==> src/hdl/char_lcd_cursor_terminal_top_defines.svh <==
// Assertion macros shared by the terminal RTL.
// Each checker compiles away when SYNTHESIS is defined.
`ifndef CHAR_LCD_CURSOR_TERMINAL_TOP_DEFINES_SVH
`define CHAR_LCD_CURSOR_TERMINAL_TOP_DEFINES_SVH

`ifndef SYNTHESIS

// Plain property on the clock, ignored while reset is high
`define CLCT_ASSERT(label, clk, rst, prop, msg) \
   label: assert property (@(posedge clk) disable iff (rst) (prop)) else $error(msg);

// When pre holds, post must hold on the next cycle
`define CLCT_ASSERT_NEXT(label, clk, rst, pre, post, msg) \
   label: assert property (@(posedge clk) disable iff (rst) (pre) |=> (post)) else $error(msg);

`else

`define CLCT_ASSERT(label, clk, rst, prop, msg)
`define CLCT_ASSERT_NEXT(label, clk, rst, pre, post, msg)

`endif

`endif

==> src/hdl/clct_pkg.sv <==
package clct_pkg;

   // Sizes
   localparam int unsigned Columns    = 16;
   localparam int unsigned MaxResults = 32;
   localparam int unsigned ColW       = 6;
   localparam int unsigned ProgW      = 6;

   // Controller command bytes
   localparam logic [7:0] CmdRow0  = 8'h80;
   localparam logic [7:0] CmdRow1  = 8'hC0;
   localparam logic [7:0] CmdClear = 8'h01;
   localparam logic [7:0] CmdHome  = 8'h02;
   localparam logic [7:0] CmdLeft  = 8'h10;
   localparam logic [7:0] CmdRight = 8'h14;
   localparam logic [7:0] ChSpace  = 8'h20;

   // Special character codes
   localparam logic [7:0] ChCr = 8'h0D;
   localparam logic [7:0] ChLf = 8'h0A;
   localparam logic [7:0] ChBs = 8'h08;
   localparam logic [7:0] ChFf = 8'h0C;

   // Datapath action of one microcode step
   typedef enum logic [3:0] {
      ActWait,
      ActNone,
      ActRowCur,
      ActRowOther,
      ActRight,
      ActLeft,
      ActClear,
      ActHome,
      ActData,
      ActSpace,
      ActLoadOuter,
      ActLoadInner,
      ActDecOuter,
      ActDecInner,
      ActFinish
   } act_type;

   // Branch condition, sampled before the step's action
   typedef enum logic [3:0] {
      CondNext,
      CondAlways,
      CondPrevLf,
      CondPrevCr,
      CondRow1,
      CondColNotFull,
      CondColZero,
      CondOuterNz,
      CondInnerNz
   } cond_type;

   typedef struct packed {
      act_type           act;
      cond_type          cnd;
      logic [ProgW-1:0]  target;
   } ctl_word_type;

   // Program addresses
   localparam logic [ProgW-1:0] PcIdle      = 6'd0;
   localparam logic [ProgW-1:0] PcCr        = 6'd1;
   localparam logic [ProgW-1:0] PcLf        = 6'd3;
   localparam logic [ProgW-1:0] PcLfTest    = 6'd5;
   localparam logic [ProgW-1:0] PcRightLoop = 6'd6;
   localparam logic [ProgW-1:0] PcRightDec  = 6'd9;
   localparam logic [ProgW-1:0] PcLeftLoop  = 6'd11;
   localparam logic [ProgW-1:0] PcLeftWrap  = 6'd13;
   localparam logic [ProgW-1:0] PcLeftFill  = 6'd15;
   localparam logic [ProgW-1:0] PcLeftDec   = 6'd17;
   localparam logic [ProgW-1:0] PcBs        = 6'd19;
   localparam logic [ProgW-1:0] PcBsWrap1   = 6'd21;
   localparam logic [ProgW-1:0] PcBsFill1   = 6'd23;
   localparam logic [ProgW-1:0] PcBsSpace   = 6'd25;
   localparam logic [ProgW-1:0] PcBsPut     = 6'd27;
   localparam logic [ProgW-1:0] PcBsWrap2   = 6'd30;
   localparam logic [ProgW-1:0] PcBsFill2   = 6'd32;
   localparam logic [ProgW-1:0] PcFin       = 6'd34;
   localparam logic [ProgW-1:0] PcFf        = 6'd35;
   localparam logic [ProgW-1:0] PcPrint     = 6'd37;
   localparam logic [ProgW-1:0] PcPrintPut  = 6'd39;

   // Microcode ROM
   function automatic ctl_word_type ctl_rom(input logic [ProgW-1:0] pc);
      ctl_word_type w;
      unique case (pc)
         // idle, dispatch on the incoming character
         6'd0:  w = '{ActWait,      CondNext,       PcIdle};
         // carriage return
         6'd1:  w = '{ActNone,      CondPrevLf,     PcFin};
         6'd2:  w = '{ActRowCur,    CondAlways,     PcFin};
         // line feed: optional line start, then a full line of steps
         6'd3:  w = '{ActNone,      CondPrevCr,     PcLfTest};
         6'd4:  w = '{ActRowCur,    CondNext,       PcIdle};
         6'd5:  w = '{ActLoadOuter, CondRow1,       PcLeftLoop};
         6'd6:  w = '{ActRight,     CondNext,       PcIdle};
         6'd7:  w = '{ActNone,      CondColNotFull, PcRightDec};
         6'd8:  w = '{ActRowOther,  CondNext,       PcIdle};
         6'd9:  w = '{ActDecOuter,  CondOuterNz,    PcRightLoop};
         6'd10: w = '{ActNone,      CondAlways,     PcFin};
         6'd11: w = '{ActNone,      CondColZero,    PcLeftWrap};
         6'd12: w = '{ActLeft,      CondAlways,     PcLeftDec};
         6'd13: w = '{ActRowOther,  CondNext,       PcIdle};
         6'd14: w = '{ActLoadInner, CondNext,       PcIdle};
         6'd15: w = '{ActRight,     CondNext,       PcIdle};
         6'd16: w = '{ActDecInner,  CondInnerNz,    PcLeftFill};
         6'd17: w = '{ActDecOuter,  CondOuterNz,    PcLeftLoop};
         6'd18: w = '{ActNone,      CondAlways,     PcFin};
         // backspace: step left, print a space, step left
         6'd19: w = '{ActNone,      CondColZero,    PcBsWrap1};
         6'd20: w = '{ActLeft,      CondAlways,     PcBsSpace};
         6'd21: w = '{ActRowOther,  CondNext,       PcIdle};
         6'd22: w = '{ActLoadInner, CondNext,       PcIdle};
         6'd23: w = '{ActRight,     CondNext,       PcIdle};
         6'd24: w = '{ActDecInner,  CondInnerNz,    PcBsFill1};
         6'd25: w = '{ActNone,      CondColNotFull, PcBsPut};
         6'd26: w = '{ActRowOther,  CondNext,       PcIdle};
         6'd27: w = '{ActSpace,     CondNext,       PcIdle};
         6'd28: w = '{ActNone,      CondColZero,    PcBsWrap2};
         6'd29: w = '{ActLeft,      CondAlways,     PcFin};
         6'd30: w = '{ActRowOther,  CondNext,       PcIdle};
         6'd31: w = '{ActLoadInner, CondNext,       PcIdle};
         6'd32: w = '{ActRight,     CondNext,       PcIdle};
         6'd33: w = '{ActDecInner,  CondInnerNz,    PcBsFill2};
         // end of run: flush the held word marked last
         6'd34: w = '{ActFinish,    CondAlways,     PcIdle};
         // form feed
         6'd35: w = '{ActClear,     CondNext,       PcIdle};
         6'd36: w = '{ActHome,      CondAlways,     PcFin};
         // printable character, wrapping at a full line
         6'd37: w = '{ActNone,      CondColNotFull, PcPrintPut};
         6'd38: w = '{ActRowOther,  CondNext,       PcIdle};
         6'd39: w = '{ActData,      CondAlways,     PcFin};
         default: w = '{ActFinish,  CondAlways,     PcIdle};
      endcase
      return w;
   endfunction

endpackage

==> src/hdl/char_lcd_cursor_terminal_top.sv <==
// Channel   Direction  Handshake                 Word
// req       in         req_valid / req_stall     req_char_code
// rsp       out        rsp_valid / rsp_stall     rsp_lcd_byte, rsp_is_data,
//                                                rsp_long_wait, rsp_last_of_run
//
// A microcoded sequencer runs one character at a time, one ROM step per cycle
// while no stalled rsp freezes it. The step count of each character's ROM
// program sets how long its run lasts, and every run ends in the idle step;
// a line feed runs a full line of cursor steps after its optional line start.
// Synchronous reset clears the step counter, cursor, previous character, run
// count, held-word valid and output valid. A stalled rsp freezes the sequencer
// only when a held word must move into the occupied output register; req is taken only in the idle step.
`include "char_lcd_cursor_terminal_top_defines.svh"

module char_lcd_cursor_terminal_top #(
   parameter int unsigned COLUMNS = clct_pkg::Columns
) (
   input  logic       clock,
   input  logic       reset,
   input  logic       req_valid,
   output logic       req_stall,
   input  logic [7:0] req_char_code,
   output logic       rsp_valid,
   input  logic       rsp_stall,
   output logic [7:0] rsp_lcd_byte,
   output logic       rsp_is_data,
   output logic       rsp_long_wait,
   output logic       rsp_last_of_run
);

   localparam int unsigned ColW  = clct_pkg::ColW;
   localparam int unsigned ProgW = clct_pkg::ProgW;
   localparam int unsigned LoopW = (COLUMNS > 1) ? $clog2(COLUMNS) : 1;
   localparam int unsigned CntW  = $clog2(clct_pkg::MaxResults + 1);

   // Sequencer and cursor state
   logic [ProgW-1:0] pc_ff, pc_in;
   logic             row_ff, row_in;
   logic [ColW-1:0]  col_ff, col_in;
   logic [7:0]       prev_ff, prev_in;
   logic [7:0]       char_ff, char_in;
   logic [LoopW-1:0] outer_ff, outer_in;
   logic [LoopW-1:0] inner_ff, inner_in;
   logic [CntW-1:0]  cnt_ff, cnt_in;

   // One held word, so the final one can be marked last
   logic             pend_valid_ff, pend_valid_in;
   logic [7:0]       pend_byte_ff, pend_byte_in;
   logic             pend_data_ff, pend_data_in;
   logic             pend_long_ff, pend_long_in;

   // Output register
   logic             rsp_valid_ff, rsp_valid_in;
   logic [7:0]       rsp_byte_ff, rsp_byte_in;
   logic             rsp_data_ff, rsp_data_in;
   logic             rsp_long_ff, rsp_long_in;
   logic             rsp_last_ff, rsp_last_in;

   clct_pkg::ctl_word_type ctl;
   logic       emit_en;
   logic [7:0] emit_byte;
   logic       emit_data;
   logic       emit_long;
   logic       keep;
   logic       slot_free;
   logic       push_pend;
   logic       blocked;
   logic       jump;
   logic       col_full;
   logic       fin_go;
   logic [7:0] row_cur_cmd;
   logic [7:0] row_other_cmd;

   assign ctl           = clct_pkg::ctl_rom(pc_ff);
   assign col_full      = (col_ff == ColW'(COLUMNS));
   assign row_cur_cmd   = row_ff ? clct_pkg::CmdRow1 : clct_pkg::CmdRow0;
   assign row_other_cmd = row_ff ? clct_pkg::CmdRow0 : clct_pkg::CmdRow1;

   // Word produced by the current step
   always_comb begin
      emit_en   = 1'b0;
      emit_byte = clct_pkg::CmdHome;
      emit_data = 1'b0;
      emit_long = 1'b0;
      unique case (ctl.act)
         clct_pkg::ActRowCur: begin
            emit_en = 1'b1; emit_byte = row_cur_cmd; emit_long = 1'b1;
         end
         clct_pkg::ActRowOther: begin
            emit_en = 1'b1; emit_byte = row_other_cmd; emit_long = 1'b1;
         end
         clct_pkg::ActRight: begin
            emit_en = 1'b1; emit_byte = clct_pkg::CmdRight;
         end
         clct_pkg::ActLeft: begin
            emit_en = 1'b1; emit_byte = clct_pkg::CmdLeft;
         end
         clct_pkg::ActClear: begin
            emit_en = 1'b1; emit_byte = clct_pkg::CmdClear; emit_long = 1'b1;
         end
         clct_pkg::ActHome: begin
            emit_en = 1'b1; emit_byte = clct_pkg::CmdHome; emit_long = 1'b1;
         end
         clct_pkg::ActData: begin
            emit_en = 1'b1; emit_byte = char_ff; emit_data = 1'b1;
         end
         clct_pkg::ActSpace: begin
            emit_en = 1'b1; emit_byte = clct_pkg::ChSpace; emit_data = 1'b1;
         end
         default: begin
            emit_en = 1'b0;
         end
      endcase
   end

   // Branch condition on the state before this step
   always_comb begin
      unique case (ctl.cnd)
         clct_pkg::CondNext:       jump = 1'b0;
         clct_pkg::CondAlways:     jump = 1'b1;
         clct_pkg::CondPrevLf:     jump = (prev_ff == clct_pkg::ChLf);
         clct_pkg::CondPrevCr:     jump = (prev_ff == clct_pkg::ChCr);
         clct_pkg::CondRow1:       jump = row_ff;
         clct_pkg::CondColNotFull: jump = !col_full;
         clct_pkg::CondColZero:    jump = (col_ff == '0);
         clct_pkg::CondOuterNz:    jump = (outer_ff != '0);
         clct_pkg::CondInnerNz:    jump = (inner_ff != '0);
         default:                  jump = 1'b0;
      endcase
   end

   // Flow control between held word and output register
   assign keep      = (cnt_ff < CntW'(clct_pkg::MaxResults));
   assign slot_free = !rsp_valid_ff || !rsp_stall;
   assign push_pend = pend_valid_ff &&
                      ((emit_en && keep) || (ctl.act == clct_pkg::ActFinish));
   assign blocked   = push_pend && !slot_free;
   assign fin_go    = (ctl.act == clct_pkg::ActFinish) && !blocked;

   // Next state
   always_comb begin
      pc_in         = pc_ff;
      row_in        = row_ff;
      col_in        = col_ff;
      prev_in       = prev_ff;
      char_in       = char_ff;
      outer_in      = outer_ff;
      inner_in      = inner_ff;
      cnt_in        = cnt_ff;
      pend_valid_in = pend_valid_ff;
      pend_byte_in  = pend_byte_ff;
      pend_data_in  = pend_data_ff;
      pend_long_in  = pend_long_ff;
      rsp_valid_in  = rsp_valid_ff && rsp_stall;
      rsp_byte_in   = rsp_byte_ff;
      rsp_data_in   = rsp_data_ff;
      rsp_long_in   = rsp_long_ff;
      rsp_last_in   = rsp_last_ff;

      if (!blocked) begin
         // move the held word out
         if (push_pend) begin
            rsp_valid_in  = 1'b1;
            rsp_byte_in   = pend_byte_ff;
            rsp_data_in   = pend_data_ff;
            rsp_long_in   = pend_long_ff;
            rsp_last_in   = (ctl.act == clct_pkg::ActFinish);
            pend_valid_in = 1'b0;
         end
         // hold the new word; past the run limit it is dropped
         if (emit_en && keep) begin
            pend_valid_in = 1'b1;
            pend_byte_in  = emit_byte;
            pend_data_in  = emit_data;
            pend_long_in  = emit_long;
            cnt_in        = cnt_ff + CntW'(1);
         end

         pc_in = jump ? ctl.target : pc_ff + ProgW'(1);

         unique case (ctl.act)
            clct_pkg::ActWait: begin
               pc_in = pc_ff;
               if (req_valid) begin
                  char_in = req_char_code;
                  cnt_in  = '0;
                  priority if (req_char_code == clct_pkg::ChCr) begin
                     pc_in = clct_pkg::PcCr;
                  end else if (req_char_code == clct_pkg::ChLf) begin
                     pc_in = clct_pkg::PcLf;
                  end else if (req_char_code == clct_pkg::ChBs) begin
                     pc_in = clct_pkg::PcBs;
                  end else if (req_char_code == clct_pkg::ChFf) begin
                     pc_in = clct_pkg::PcFf;
                  end else begin
                     pc_in = clct_pkg::PcPrint;
                  end
               end
            end
            clct_pkg::ActRowCur: begin
               col_in = '0;
            end
            clct_pkg::ActRowOther: begin
               row_in = !row_ff;
               col_in = '0;
            end
            clct_pkg::ActRight: begin
               col_in = col_ff + ColW'(1);
            end
            clct_pkg::ActLeft: begin
               col_in = col_ff - ColW'(1);
            end
            clct_pkg::ActHome: begin
               row_in = 1'b0;
               col_in = '0;
            end
            clct_pkg::ActData, clct_pkg::ActSpace: begin
               col_in = col_ff + ColW'(1);
            end
            clct_pkg::ActLoadOuter: begin
               outer_in = LoopW'(COLUMNS - 1);
            end
            clct_pkg::ActLoadInner: begin
               inner_in = LoopW'(COLUMNS - 2);
            end
            clct_pkg::ActDecOuter: begin
               outer_in = outer_ff - LoopW'(1);
            end
            clct_pkg::ActDecInner: begin
               inner_in = inner_ff - LoopW'(1);
            end
            clct_pkg::ActFinish: begin
               prev_in = char_ff;
            end
            default: begin
               col_in = col_ff;
            end
         endcase
      end
   end

   // Control registers
   always_ff @(posedge clock) begin
      if (reset) begin
         pc_ff         <= clct_pkg::PcIdle;
         row_ff        <= 1'b0;
         col_ff        <= '0;
         prev_ff       <= '0;
         cnt_ff        <= '0;
         pend_valid_ff <= 1'b0;
         rsp_valid_ff  <= 1'b0;
      end else begin
         pc_ff         <= pc_in;
         row_ff        <= row_in;
         col_ff        <= col_in;
         prev_ff       <= prev_in;
         cnt_ff        <= cnt_in;
         pend_valid_ff <= pend_valid_in;
         rsp_valid_ff  <= rsp_valid_in;
      end
   end

   // Payload and loop registers
   always_ff @(posedge clock) begin
      char_ff      <= char_in;
      outer_ff     <= outer_in;
      inner_ff     <= inner_in;
      pend_byte_ff <= pend_byte_in;
      pend_data_ff <= pend_data_in;
      pend_long_ff <= pend_long_in;
      rsp_byte_ff  <= rsp_byte_in;
      rsp_data_ff  <= rsp_data_in;
      rsp_long_ff  <= rsp_long_in;
      rsp_last_ff  <= rsp_last_in;
   end

   assign req_stall       = (pc_ff != clct_pkg::PcIdle);
   assign rsp_valid       = rsp_valid_ff;
   assign rsp_lcd_byte    = rsp_byte_ff;
   assign rsp_is_data     = rsp_data_ff;
   assign rsp_long_wait   = rsp_long_ff;
   assign rsp_last_of_run = rsp_last_ff;

   // Checks
   `CLCT_ASSERT(a_cnt_bound, clock, reset, cnt_ff <= CntW'(clct_pkg::MaxResults), "run count past limit")
   `CLCT_ASSERT(a_col_range, clock, reset, (pc_ff == clct_pkg::PcIdle) |-> (col_ff <= ColW'(COLUMNS)), "column out of range")
   `CLCT_ASSERT(a_pend_counted, clock, reset, pend_valid_ff |-> (cnt_ff != '0), "held word not counted")
   `CLCT_ASSERT_NEXT(a_fin_drain, clock, reset, fin_go, !pend_valid_ff && (pc_ff == clct_pkg::PcIdle), "run end left a word held")

endmodule

==> config.mk <==
export PLATFORM = sky130hd
export DESIGN_NAME = char_lcd_cursor_terminal_top
export DESIGN_NICKNAME = d
export VERILOG_FILES = /design/src/hdl/clct_pkg.sv /design/src/hdl/char_lcd_cursor_terminal_top.sv
export VERILOG_INCLUDE_DIRS = /design/src /design/src/hdl
export SDC_FILE = /design/constraint.sdc
export NUM_CORES = 1
export LEC_CHECK = 0
export ABC_AREA = 1
export BUFFER_PORTS_ARGS = -buffer_cell sky130_fd_sc_hd__buf_2
export CELL_PAD_IN_SITES_DETAIL_PLACEMENT = 1
export CELL_PAD_IN_SITES_GLOBAL_PLACEMENT = 2
export CORE_MARGIN = 4
export CORE_UTILIZATION = 32
export CTS_BUF_LIST = sky130_fd_sc_hd__clkbuf_4 sky130_fd_sc_hd__clkbuf_8
export DETAILED_ROUTE_END_ITERATION = 10
export PLACE_DENSITY = 0.69
export SYNTH_ARGS = -nofsm -noshare
export SYNTH_HDL_FRONTEND = slang
export SYNTH_SLANG_ARGS = --single-unit
==> constraint.sdc <==
create_clock -name clock -period 4.5 [get_ports clock]
set_input_delay 0.225 -clock clock [delete_from_list [all_inputs] [get_ports clock]]
set_output_delay 0.225 -clock clock [all_outputs]
set_load 0.05 [all_outputs]
==> results.tsv, run 1 <==
stage	metric	value	unit
run_status	status	finished clean	
job	cap_violations	0	
worst_setup_path	crit_path_end	ctl[11]	
clock_network	clkLatencyLatePin	0.38	ns
synth	ys_ff_latch	80	
global_routing	track_usage	16.77	%
synth	ys_top_cells_by_count	nand2_1 (148), inv_1 (72), nor2_1 (67), nand3_1 (56), dfxtp_1 (43)	
pwr	p_per_area	782.2	nW/um^2
place	dp_cells	801	
worst_setup_path	path_max_fanout	9	
synth	synthCells	604	
worst_setup_path	r2r_end	ctl[11]	
synth	synth-edff-count	37	
synth	synth_area	4758	um^2
floorplanning	rows	44	
synth	synth_fp_nets	633	
clock_network	cts_made_buffers	9	
drt	drtIter0Drc	175	
place	dp_hpwl	10730	um
place	place_congestion	0.8460	
clock_network	postCtsSetupRepairBufs	0	
timing	skew	0.01173	ns
timing	maxSlewViolCount	0	
synth	synth_most_common_cell	nand2_1	
worst_setup_path	r2r_setup_slack	1.43	ns
synth	synth.top_cell.area_share	23.35	%
worst_setup_path	end_kind	flop	
layout	nets	657	
layout	final_util	35.75	%
clock_network	ctsResizeCount	0	
synth	ys_seq_area_share	41.44	%
timing	finalHoldViolCount	0	
timing	setup_tns	0	ns
pwr	p_leak	2.365	nW
drt	drtPass1Iterations	4	
worst_setup_path	cp.required	4.83	ns
global_routing	overflow	0	
synth	synth_area_per_cell	7.878	um^2
global_routing	antenna_found_initial	0	
clock_network	cts_root_buf	clkbuf_8	
synth	synth_area_leaders	edfxtp_1 (23%), dfxtp_1 (18%), nand2_1 (12%), nand3_1 (5.9%), inv_1 (5.7%)	
drt	drcViolationCount	0	
timing	slew_headroom	40.82	%
synth	yosys.area.top_type	edfxtp_1	
worst_setup_path	path_class	flop to flop	
floorplanning	die_w	129.9	um
layout	drive_above_1_share	15.64	%
layout	stdcell_count	817	
floorplanning	initial_core_util	32.74	%
timing	max_freq	0.3254	GHz
clock_network	cts_max_level	3	
floorplanning	ioPinCount	25	
drt	vias	4004	
clock_network	cts_tree	done	
clock_network	clock-sinks	80	
timing	tightest_slew	0.8845	ns
layout	area_delta_synth_final	9.203	%
drt	via_per_inst	4.901	
global_routing	grt_pass1_wl	21650	um
drt	ant_nets	0	
worst_setup_path	worst_ep_arrival_time	3.41	ns
timing	rsz0062_at_grt	no	
layout	diodes	0	
drt	drt-total-wl	13470	um
worst_setup_path	worstRegToRegCells	21	
clock_network	clkTransAtPathRegs	0.09	ns
synth	async_flop_share	0	%
global_routing	grt_pass1_vias	4025	
floorplanning	die-area	16880	um^2
pwr	ir_drop	0.2888	mV
floorplanning	core-area	14530	um^2
global_routing	grt_max_degree	20	
timing	period_share	68.29	%
worst_setup_path	startpoint	inner_ff[0]	
timing	hold_ws	0.03576	ns
timing	post-route-min-period	3.073	ns
timing	setup_violations	0	
synth	ys_warn_count	0	
worst_setup_path	start_kind	flop	
synth	synth_cell_type_count	49	
worst_setup_path	reg2reg_from	inner_ff[0]	
clock_network	postCtsHoldBufs	0	
place	io_buffer_count	24	
floorplanning	die_h	129.9	um
hold_path	hp-class	input port to flop	
clock_network	clockBufferDepth	2	
drt	route.detailed.wl_per_inst	16.48	um
synth	synthFlopType	dfxtp_1	
## metrics by stage
stage	power (mW)	area, um^2	setup WS [ns]
2_1_floorplan	3.024	4758	2.016
3_3_place_gp	3.553	5010	1.500
3_5_place_dp	3.575	5010	1.394
4_1_cts	4.106	5196	1.380
5_1_grt	4.430	5196	0.9989
6_report	4.064	5196	1.427
## cells in the final DEF (no fill, tap or decap), types with 4 or more instances in the layout
| cell type | synthesis | final |
|---|---|---|
| a21oi_1 | 22 | 22 |
| buf_2 | 0 | 24 |
| clkbuf_8 | 0 | 9 |
| dfxtp_1 | 43 | 43 |
| edfxtp_1 | 37 | 37 |
| ha_1 | 16 | 16 |
| inv_1 | 72 | 72 |
| inv_2 | 12 | 12 |
| nand2_1 | 148 | 148 |
| nand2_2 | 10 | 10 |
| nand2_4 | 10 | 10 |
| nand3_1 | 56 | 56 |
| nand3_2 | 7 | 7 |
| nand4_1 | 10 | 10 |
| nor2_1 | 67 | 67 |
| nor3_1 | 6 | 6 |
| o21ai_0 | 18 | 18 |
| o21ai_1 | 4 | 4 |
| xor2_1 | 5 | 5 |
## registers in the layout (all words and copies together), names as in the netlist, 4 cells and up
name          count
outer_ff          4
pend_byte_ff      8
col_ff            6
inner_ff          4
char_ff           8
ctl              14
cnt_ff            6
rsp_lcd_byte      8
pc_ff             6
prev_ff           8
## worst max-delay path, cell delays in order (launching register included)
cell      delay (ns)
edfxtp_1        0.41
inv_1           0.12
ha_1            0.15
nand2_1         0.05
nand3_1         0.16
nand2_1         0.08
nor2_1          0.29
nand2_2         0.16
nand2_1         0.09
nand3_1         0.06
nand2_1         0.08
nand2_1         0.15
nand2_4         0.16
inv_1           0.08
ha_1            0.36
inv_1           0.16
nand4_1         0.14
nand3_2         0.10
nand2_1         0.05
nand2_1         0.07
nand2_1         0.04
nand2_1         0.07
## power breakdown
| part | switching [mW] | leakage (nW) | internal [mW] |
|---|---|---|---|
| Clock | 0.303 | 0.0923 | 0.211 |
| Combinational | 1.66 | 1.58 | 0.694 |
| Sequential | 0.160 | 0.696 | 1.03 |
| Total | 2.13 | 2.36 | 1.94 |
## how the worst min path moves through the flow
stage                          start              end  slack (ns)  depth (start not counted)
CTS                 req_char_code[6]       char_ff[6]        0.02                          1
global route        req_char_code[6]       char_ff[6]        0.02                          1
floorplan           req_char_code[0]       char_ff[0]        0.32                          0
finish              req_char_code[6]       char_ff[6]        0.04                          1
detailed placement   pend_byte_ff[1]  rsp_lcd_byte[1]        0.41                          0
global placement     pend_byte_ff[0]  rsp_lcd_byte[0]        0.40                          0
## cells by family after synthesis
group                      synth area share [%]
AOI/OAI and AO/OA                         8.625
xor gates and xnor gates                  1.473
adders and majority gates                 4.628
buffers and inverters                     8.861
DFF                                       41.44
and+or+nand+nor                           34.97
## per-layer routing
layer,track usage [%],routed length [um],vias up
met5,0,0,-
met4,5.318,255,0
met3,3.438,469,20
met2,27.21,6289,55
met1,22.50,6454,1906
li1,-,-,2023
## layout make-up
| type | count | area (um^2) |
|---|---|---|
| inverters | 84 | 315.3 |
| repair buffers | 25 | 127.6 |
| flip-flops and latches | 80 | 1972 |
| clock buffers | 9 | 123.9 |
| multi-input cells | 428 | 2365 |
| well taps | 184 | 230.2 |
| fillers | 1809 | 9338 |
| clock inverters | 7 | 62.56 |
Power figures use the tool's default switching activity.
==> inputs of run 2 (changes only) <==
Settings changed: ABC_AREA 1 to 0, PLACE_DENSITY 0.69 to 0.65.
Clock period 4.5 ns to 3.2 ns, I/O delays scaled along.
==> results.tsv, run 2 <==
stage	metric	value	unit	change
drt	drt-total-wl	15050	um	was 13470 um
global_routing	grt_max_degree	28		was 20
timing	setup_tns	0	ns	unchanged
global_routing	antenna_found_initial	0		unchanged
synth	ys_seq_area_share	43.00	%	was 41.44%
floorplanning	initial_core_util	32.91	%	was 32.74%
pwr	p_leak	2.240	nW	was 2.365 nW
drt	ant_nets	0		unchanged
timing	rsz0062_at_grt	yes		was no
global_routing	grt_pass1_wl	23900	um	was 21650 um
worst_setup_path	end_kind	flop		unchanged
synth	ys_warn_count	0		unchanged
job	cap_violations	0		unchanged
clock_network	clockBufferDepth	2		unchanged
clock_network	clock-sinks	80		unchanged
timing	post-route-min-period	3.122	ns	was 3.073 ns
layout	nets	597		was 657
global_routing	overflow	0		unchanged
layout	fill_cells	1618		was 1809
timing	maxSlewViolCount	0		unchanged
drt	route.detailed.wl_per_inst	19.99	um	was 16.48 um
drt	drcViolationCount	0		unchanged
synth	ys_ff_latch	80		unchanged
drt	drtPass1Iterations	5		was 4
clock_network	cts_root_buf	clkbuf_8		unchanged
drt	via_per_inst	5.386		was 4.901
synth	yosys.area.top_type	edfxtp_1		unchanged
clock_network	clkLatencyLatePin	0.37	ns	was 0.38 ns
global_routing	track_usage	19.06	%	was 16.77%
layout	drive_above_1_share	29.67	%	was 15.64%
synth	ys_top_cells_by_count	nor2_1 (58), dfxtp_1 (43), edfxtp_1 (37), nand2_1 (34), a21oi_1 (28)		was nand2_1 (148), inv_1 (72), nor2_1 (67), nand3_1 (56), dfxtp_1 (43)
synth	synth_cell_type_count	82		was 49
global_routing	gr-max-usage-layer	met2		unchanged
layout	diodes	0		unchanged
global_routing	grtUsageMet3	2.708	%	was 3.438%
place	place_congestion	0.8796		was 0.8460
floorplanning	ioPinCount	25		unchanged
drt	vias	4056		was 4004
timing	slew_headroom	61.69	%	was 40.82%
hold_path	holdPathStages	1		unchanged
clock_network	cts_tree	done		unchanged
drt	drtIter0Drc	207		was 175
worst_setup_path	r2r_setup_slack	0.08	ns	was 1.43 ns
worst_setup_path	path_class	flop to flop		unchanged
clock_network	cts_max_level	3		unchanged
timing	skew	0.01447	ns	was 0.01173 ns
pwr	ir_drop	0.4911	mV	was 0.2888 mV
place	place_ws	-0.06187	ns	was 1.394 ns
worst_setup_path	worst_ep_arrival_time	3.37	ns	was 3.41 ns
synth	synth_area_per_cell	9.416	um^2	was 7.878 um^2
run_status	status	finished clean		unchanged
global_routing	grt_pass1_vias	4249		was 4025
synth	synthFlopType	dfxtp_1		unchanged
timing	tightest_slew	0.5726	ns	was 0.8845 ns
floorplanning	core-area	13930	um^2	was 14530 um^2
worst_setup_path	start_kind	flop		unchanged
floorplanning	rows	43		was 44
timing	setup_violations	0		unchanged
timing	period_share	97.56	%	was 68.29%
synth	synth_most_common_cell	nor2_1		was nand2_1
worst_setup_path	reg2reg_from	inner_ff[0]		unchanged
layout	final_common_cell	buf_4		was nand2_1
place	dp_cells	726		was 801
synth	synth-edff-count	37		unchanged
floorplanning	die-area	16310	um^2	was 16880 um^2
synth	synth.top_cell.area_share	24.23	%	was 23.35%
hold_path	hp-class	input port to flop		unchanged
clock_network	clkTransAtPathRegs	0.09	ns	about the same
place	io_buffer_count	24		unchanged
timing	finalHoldViolCount	0		unchanged
hold_path	hold_end	char_ff[2]		was char_ff[6]
synth	synth_fp_nets	516		was 633
layout	area_delta_synth_final	26.36	%	was 9.203%
synth	async_flop_share	0	%	unchanged
pwr	p_per_area	1162	nW/um^2	was 782.2 nW/um^2
floorplanning	die_h	127.7	um	was 129.9 um
layout	layout_common_cells	buf_4 (59), nor2_1 (55), dfxtp_1 (40)		was nand2_1 (148), inv_1 (72), nor2_1 (67)
global_routing	grt_use_met2	32.27	%	was 27.21%
synth	synth_area_leaders	edfxtp_1 (24%), dfxtp_1 (19%), nor2_1 (4.7%), ha_1 (4.4%), a21oi_1 (3.1%)		was edfxtp_1 (23%), dfxtp_1 (18%), nand2_1 (12%), nand3_1 (5.9%), inv_1 (5.7%)
worst_setup_path	path_max_fanout	7		was 9
timing	max_freq	0.3203	GHz	was 0.3254 GHz
hold_path	hold_start	req_char_code[2]		was req_char_code[6]
worst_setup_path	startpoint	inner_ff[0]		unchanged
worst_setup_path	cp.required	3.45	ns	was 4.83 ns
synth	synth_area	4586	um^2	was 4758 um^2
synth	synthCells	487		was 604
layout	largest_reg_flops	14		unchanged
layout	stdcell_count	753		was 817
clock_network	cts_made_buffers	9		unchanged
worst_setup_path	worstRegToRegCells	15		was 21
timing	setup_ws	0.07795	ns	was 1.427 ns
global_routing	met1_usage	24.36	%	was 22.50%
place	dp_hpwl	11520	um	was 10730 um
pwr	p_total	6.735	mW	was 4.064 mW
worst_setup_path	r2r_end	ctl[12]		was ctl[11]
floorplanning	die_w	127.7	um	was 129.9 um
[run 2: how the worst max path moves through the flow]
stage | end | slack (ns) | depth (start not counted)
4_1_cts | ctl[2] | 0.003 | 8
6_report | ctl[12] | 0.08 | 15
5_1_grt | ctl[3] | -0.15 | 16
3_3_place_gp | ctl[13] | -0.06 | 14
2_1_floorplan | ctl[6] | 0.02 | 17
3_5_place_dp | ctl[13] | -0.06 | 14
[run 2: metal layers]
layer	wire length, um	share of wire (%)
met1	6728	45
met2	7419	49
met3	501	3.3
met4	402	2.7
met5	0	0
[run 2: area by class of cell]
class,count,area [um^2],area share [%]
sequential,80,1978,34.14
clock buffer,10,131.4,2.267
timing repair buffer,94,696.9,12.03
multi-input combinational,361,2611,45.07
inverter,22,91.34,1.576
tap,180,225.2,3.887
clock inverter,6,60.06,1.036
[run 2: what timing repair did]
item	4_1_cts	5_1_grt
endpoints found under the setup margin	7	14
pin swaps	3	20
resized for setup	7	49
buffers inserted	0	5
hold endpoints to repair	5	1
hold buffers	5	1
[run 2: through the flow]
| stage | hold slack [ns] | util (%) | instance area, um^2 |
|---|---|---|---|
| after CTS | 0.0001637 | 39.85 | 5553 |
| final | 0.06143 | 41.58 | 5794 |
| after global routing | 0.04347 | 41.58 | 5794 |
| after global placement | 0.3565 | 37.99 | 5294 |
| after detailed placement | 0.3606 | 37.99 | 5294 |
| after floorplan | 0.2589 | - | 4603 |
[run 2: logic make-up after synthesis]
logic type / Yosys count / synth area share [%]
AO/OA/AOI/OAI: 119 / 18.53
XOR/XNOR: 21 / 4.011
adder cells (fa/ha/maj): 17 / 4.802
buffers and inverters: 46 / 4.475
flip-flops: 80 / 43.00
multiplexers: 13 / 2.974
AND/OR/NAND/NOR: 191 / 22.21
[run 2: critical path: stages (launching register included)]
cell,delay [ns]
edfxtp_1,0.42
inv_2,0.07
ha_1,0.13
or3b_4,0.38
a221oi_2,0.26
o32ai_2,0.15
nor2_4,0.14
buf_4,0.13
buf_12,0.12
mux2i_4,0.24
nor3_2,0.06
buf_4,0.18
buf_4,0.17
or3_1,0.38
o221ai_2,0.07
o211ai_1,0.11
[run 2: where the power goes]
| part | leakage [nW] | internal, mW | switching [mW] |
|---|---|---|---|
| logic | 1.44 | 1.78 | 2.49 |
| clock network | 0.0971 | 0.366 | 0.396 |
| registers | 0.699 | 1.45 | 0.255 |
| total | 2.24 | 3.59 | 3.14 |
==> inputs of run 3 (changes only) <==
Settings changed: CELL_PAD_IN_SITES_GLOBAL_PLACEMENT 2 to 1, CORE_MARGIN 4 to 2, PLACE_DENSITY 0.65 to 0.55, SKIP_CTS_REPAIR_TIMING set to 1.
==> results.tsv, run 3 (synthesized netlist as in run 2, its figures left out) <==
stage	metric	value	unit	change
drt	vias	4057		was 4056
timing	maxSlewViolCount	0		unchanged
layout	largest_reg_flops	14		unchanged
clock_network	clkLatencyLatePin	0.39	ns	was 0.37 ns
pwr	p_total	6.862	mW	was 6.735 mW
drt	met3_length	621	um	was 501 um
worst_setup_path	path_max_fanout	6		was 7
worst_setup_path	reg2reg_from	inner_ff[0]		unchanged
hold_path	holdPathStages	1		unchanged
drt	drtIter0Drc	207		unchanged
layout	diodes	0		unchanged
clock_network	cts_root_buf	clkbuf_8		unchanged
timing	post-route-min-period	3.178	ns	was 3.122 ns
floorplanning	ioPinCount	25		unchanged
global_routing	overflow	0		unchanged
drt	route.met2.wl	7433	um	was 7419 um
worst_setup_path	cp.required	3.47	ns	was 3.45 ns
place	place_congestion	0.8821		was 0.8796
timing	skew	0.01946	ns	was 0.01447 ns
worst_setup_path	cp_common_cell	buf_4		unchanged
place	io_buffer_count	24		unchanged
timing	hold_ws	0.04893	ns	was 0.06143 ns
clock_network	clock-sinks	80		unchanged
floorplanning	die_w	123.7	um	was 127.7 um
floorplanning	initial_core_util	32.91	%	unchanged
floorplanning	die_h	123.7	um	was 127.7 um
run_status	status	finished clean		unchanged
layout	fill_cells	1587		was 1618
global_routing	grt_max_degree	19		was 28
job	cap_violations	0		unchanged
global_routing	grt_pass1_wl	23040	um	was 23900 um
worst_setup_path	path_class	flop to flop		unchanged
worst_setup_path	r2r_setup_slack	0.02	ns	was 0.08 ns
drt	drcViolationCount	0		unchanged
clock_network	cts_made_buffers	9		unchanged
clock_network	clockBufferDepth	2		unchanged
hold_path	hold_start	req_char_code[1]		was req_char_code[2]
hold_path	hold_end	char_ff[1]		was char_ff[2]
worst_setup_path	crit_chain	inv_2, ha_4, or3b_4, a221oi_4, o32ai_4, nor2_4, buf_4, buf_12, mux2_4, nand2_2, buf_6, buf_4, nand4b_1, o221ai_1, o211ai_1		was inv_2, ha_1, or3b_4, a221oi_2, o32ai_2, nor2_4, buf_4, buf_12, mux2i_4, nor3_2, buf_4, buf_4, or3_1, o221ai_2, o211ai_1
timing	max_freq	0.3147	GHz	was 0.3203 GHz
timing	setup_violations	0		unchanged
layout	final_common_cell	nor2_1		was buf_4
worst_setup_path	worstRegToRegCells	15		unchanged
worst_setup_path	end_kind	flop		unchanged
timing	rsz0062_at_grt	yes		unchanged
pwr	ir_drop	1.271	mV	was 0.4911 mV
layout	drive_above_1_share	29.65	%	was 29.67%
worst_setup_path	max_stage_delay	0.42	ns	about the same
drt	drt-total-wl	14980	um	was 15050 um
layout	seqCellArea	1974	um^2	was 1978 um^2
drt	drtPass1Iterations	4		was 5
pwr	p_per_area	1173	nW/um^2	was 1162 nW/um^2
drt	top_layer	met4		unchanged
timing	finalHoldViolCount	0		unchanged
layout	multiInputGateArea	2656	um^2	was 2611 um^2
layout	layout_common_cells	nor2_1 (57), buf_4 (54), dfxtp_1 (41)		was buf_4 (59), nor2_1 (55), dfxtp_1 (40)
worst_setup_path	cp_slowest_cell	edfxtp_1		unchanged
clock_network	cts_tree	done		unchanged
clock_network	clkTransAtPathRegs	0.10	ns	was 0.09 ns
pwr	p_leak	2.270	nW	was 2.240 nW
global_routing	track_usage	20.21	%	was 19.06%
hold_path	hp-class	input port to flop		unchanged
timing	tightest_slew	1.170	ns	was 0.5726 ns
global_routing	grt_pass1_vias	4138		was 4249
layout	nets	594		was 597
drt	ant_nets	0		unchanged
timing	period_share	99.30	%	was 97.56%
clock_network	cts_max_level	3		unchanged
drt	met1_length	6538	um	was 6728 um
layout	area_delta_synth_final	27.61	%	was 26.36%
drt	via_per_inst	5.409		was 5.386
global_routing	antenna_found_initial	0		unchanged
floorplanning	rows	43		unchanged
floorplanning	core-area	13930	um^2	unchanged
worst_setup_path	r2r_end	ctl[12]		unchanged
worst_setup_path	start_kind	flop		unchanged
drt	route.detailed.wl_per_inst	19.97	um	was 19.99 um
floorplanning	die-area	15300	um^2	was 16310 um^2
place	dp_hpwl	11160	um	was 11520 um
timing	slew_headroom	21.58	%	was 61.69%
worst_setup_path	worst_ep_arrival_time	3.45	ns	was 3.37 ns
[run 3: cell types whose count changed in the layout (fill, tap and decap cells not counted), sizes merged]
cell / change
clkinv: -4
clkinvlp: -1
dlygate4sd3: -1
inv: +6
clkbuf: -1
buf: -2
[run 3: worst max path at each step]
stage	startpoint	end	slack [ns]
after floorplan	inner_ff[0]	ctl[6]	0.02
after global placement	inner_ff[0]	ctl[6]	0.03
after detailed placement	inner_ff[1]	ctl[13]	-0.07
after CTS	inner_ff[0]	ctl[13]	-0.08
after global routing	inner_ff[0]	ctl[12]	-0.12
final	inner_ff[0]	ctl[12]	0.02
[run 3: critical path: cells and delay by family (launching register included)]
kind | cells | cell delay [ns]
AOI/OAI and AO/OA | 4 | 0.83
muxes | 1 | 0.16
adders and majority gates | 1 | 0.13
DFF | 1 | 0.42
buffers and inverters | 5 | 0.67
and+or+nand+nor | 4 | 0.85
[run 3: layout make-up]
cell class | instances | share of cell area [%]
Clock buffer | 9 | 2.117
Clock inverter | 7 | 1.433
Inverter | 22 | 1.497
Multi-Input combinational cell | 361 | 45.39
Sequential cell | 80 | 33.74
Tap cell | 180 | 3.849
Timing Repair Buffer | 91 | 11.97
[run 3: metrics by stage]
stage	instances	setup TNS [ns]	setup slack, ns	area (um^2)	utilization [%]
final	750	0	0.02243	5852	42.00
after detailed placement	721	-0.1684	-0.07053	5281	37.90
after CTS	737	-0.2479	-0.08092	5489	39.39
after floorplan	487	0	0.01666	4603	-
after global placement	721	0	0.02964	5281	37.90
after global routing	750	-0.5542	-0.1212	5852	42.00
[run 3: where the power goes]
part / total [mW] / switching [mW] / internal [mW]
sequential: 1.70 / 0.255 / 1.45
clock: 0.817 / 0.440 / 0.377
combinational: 4.34 / 2.53 / 1.81
[run 3: metal layers]
| metal | vias up | track usage, % |
|---|---|---|
| met2 | 102 | 34.27 |
| met1 | 1992 | 25.34 |
| li1 | 1938 | - |
| met5 | - | 0 |
| met4 | 0 | 8.239 |
| met3 | 25 | 3.617 |
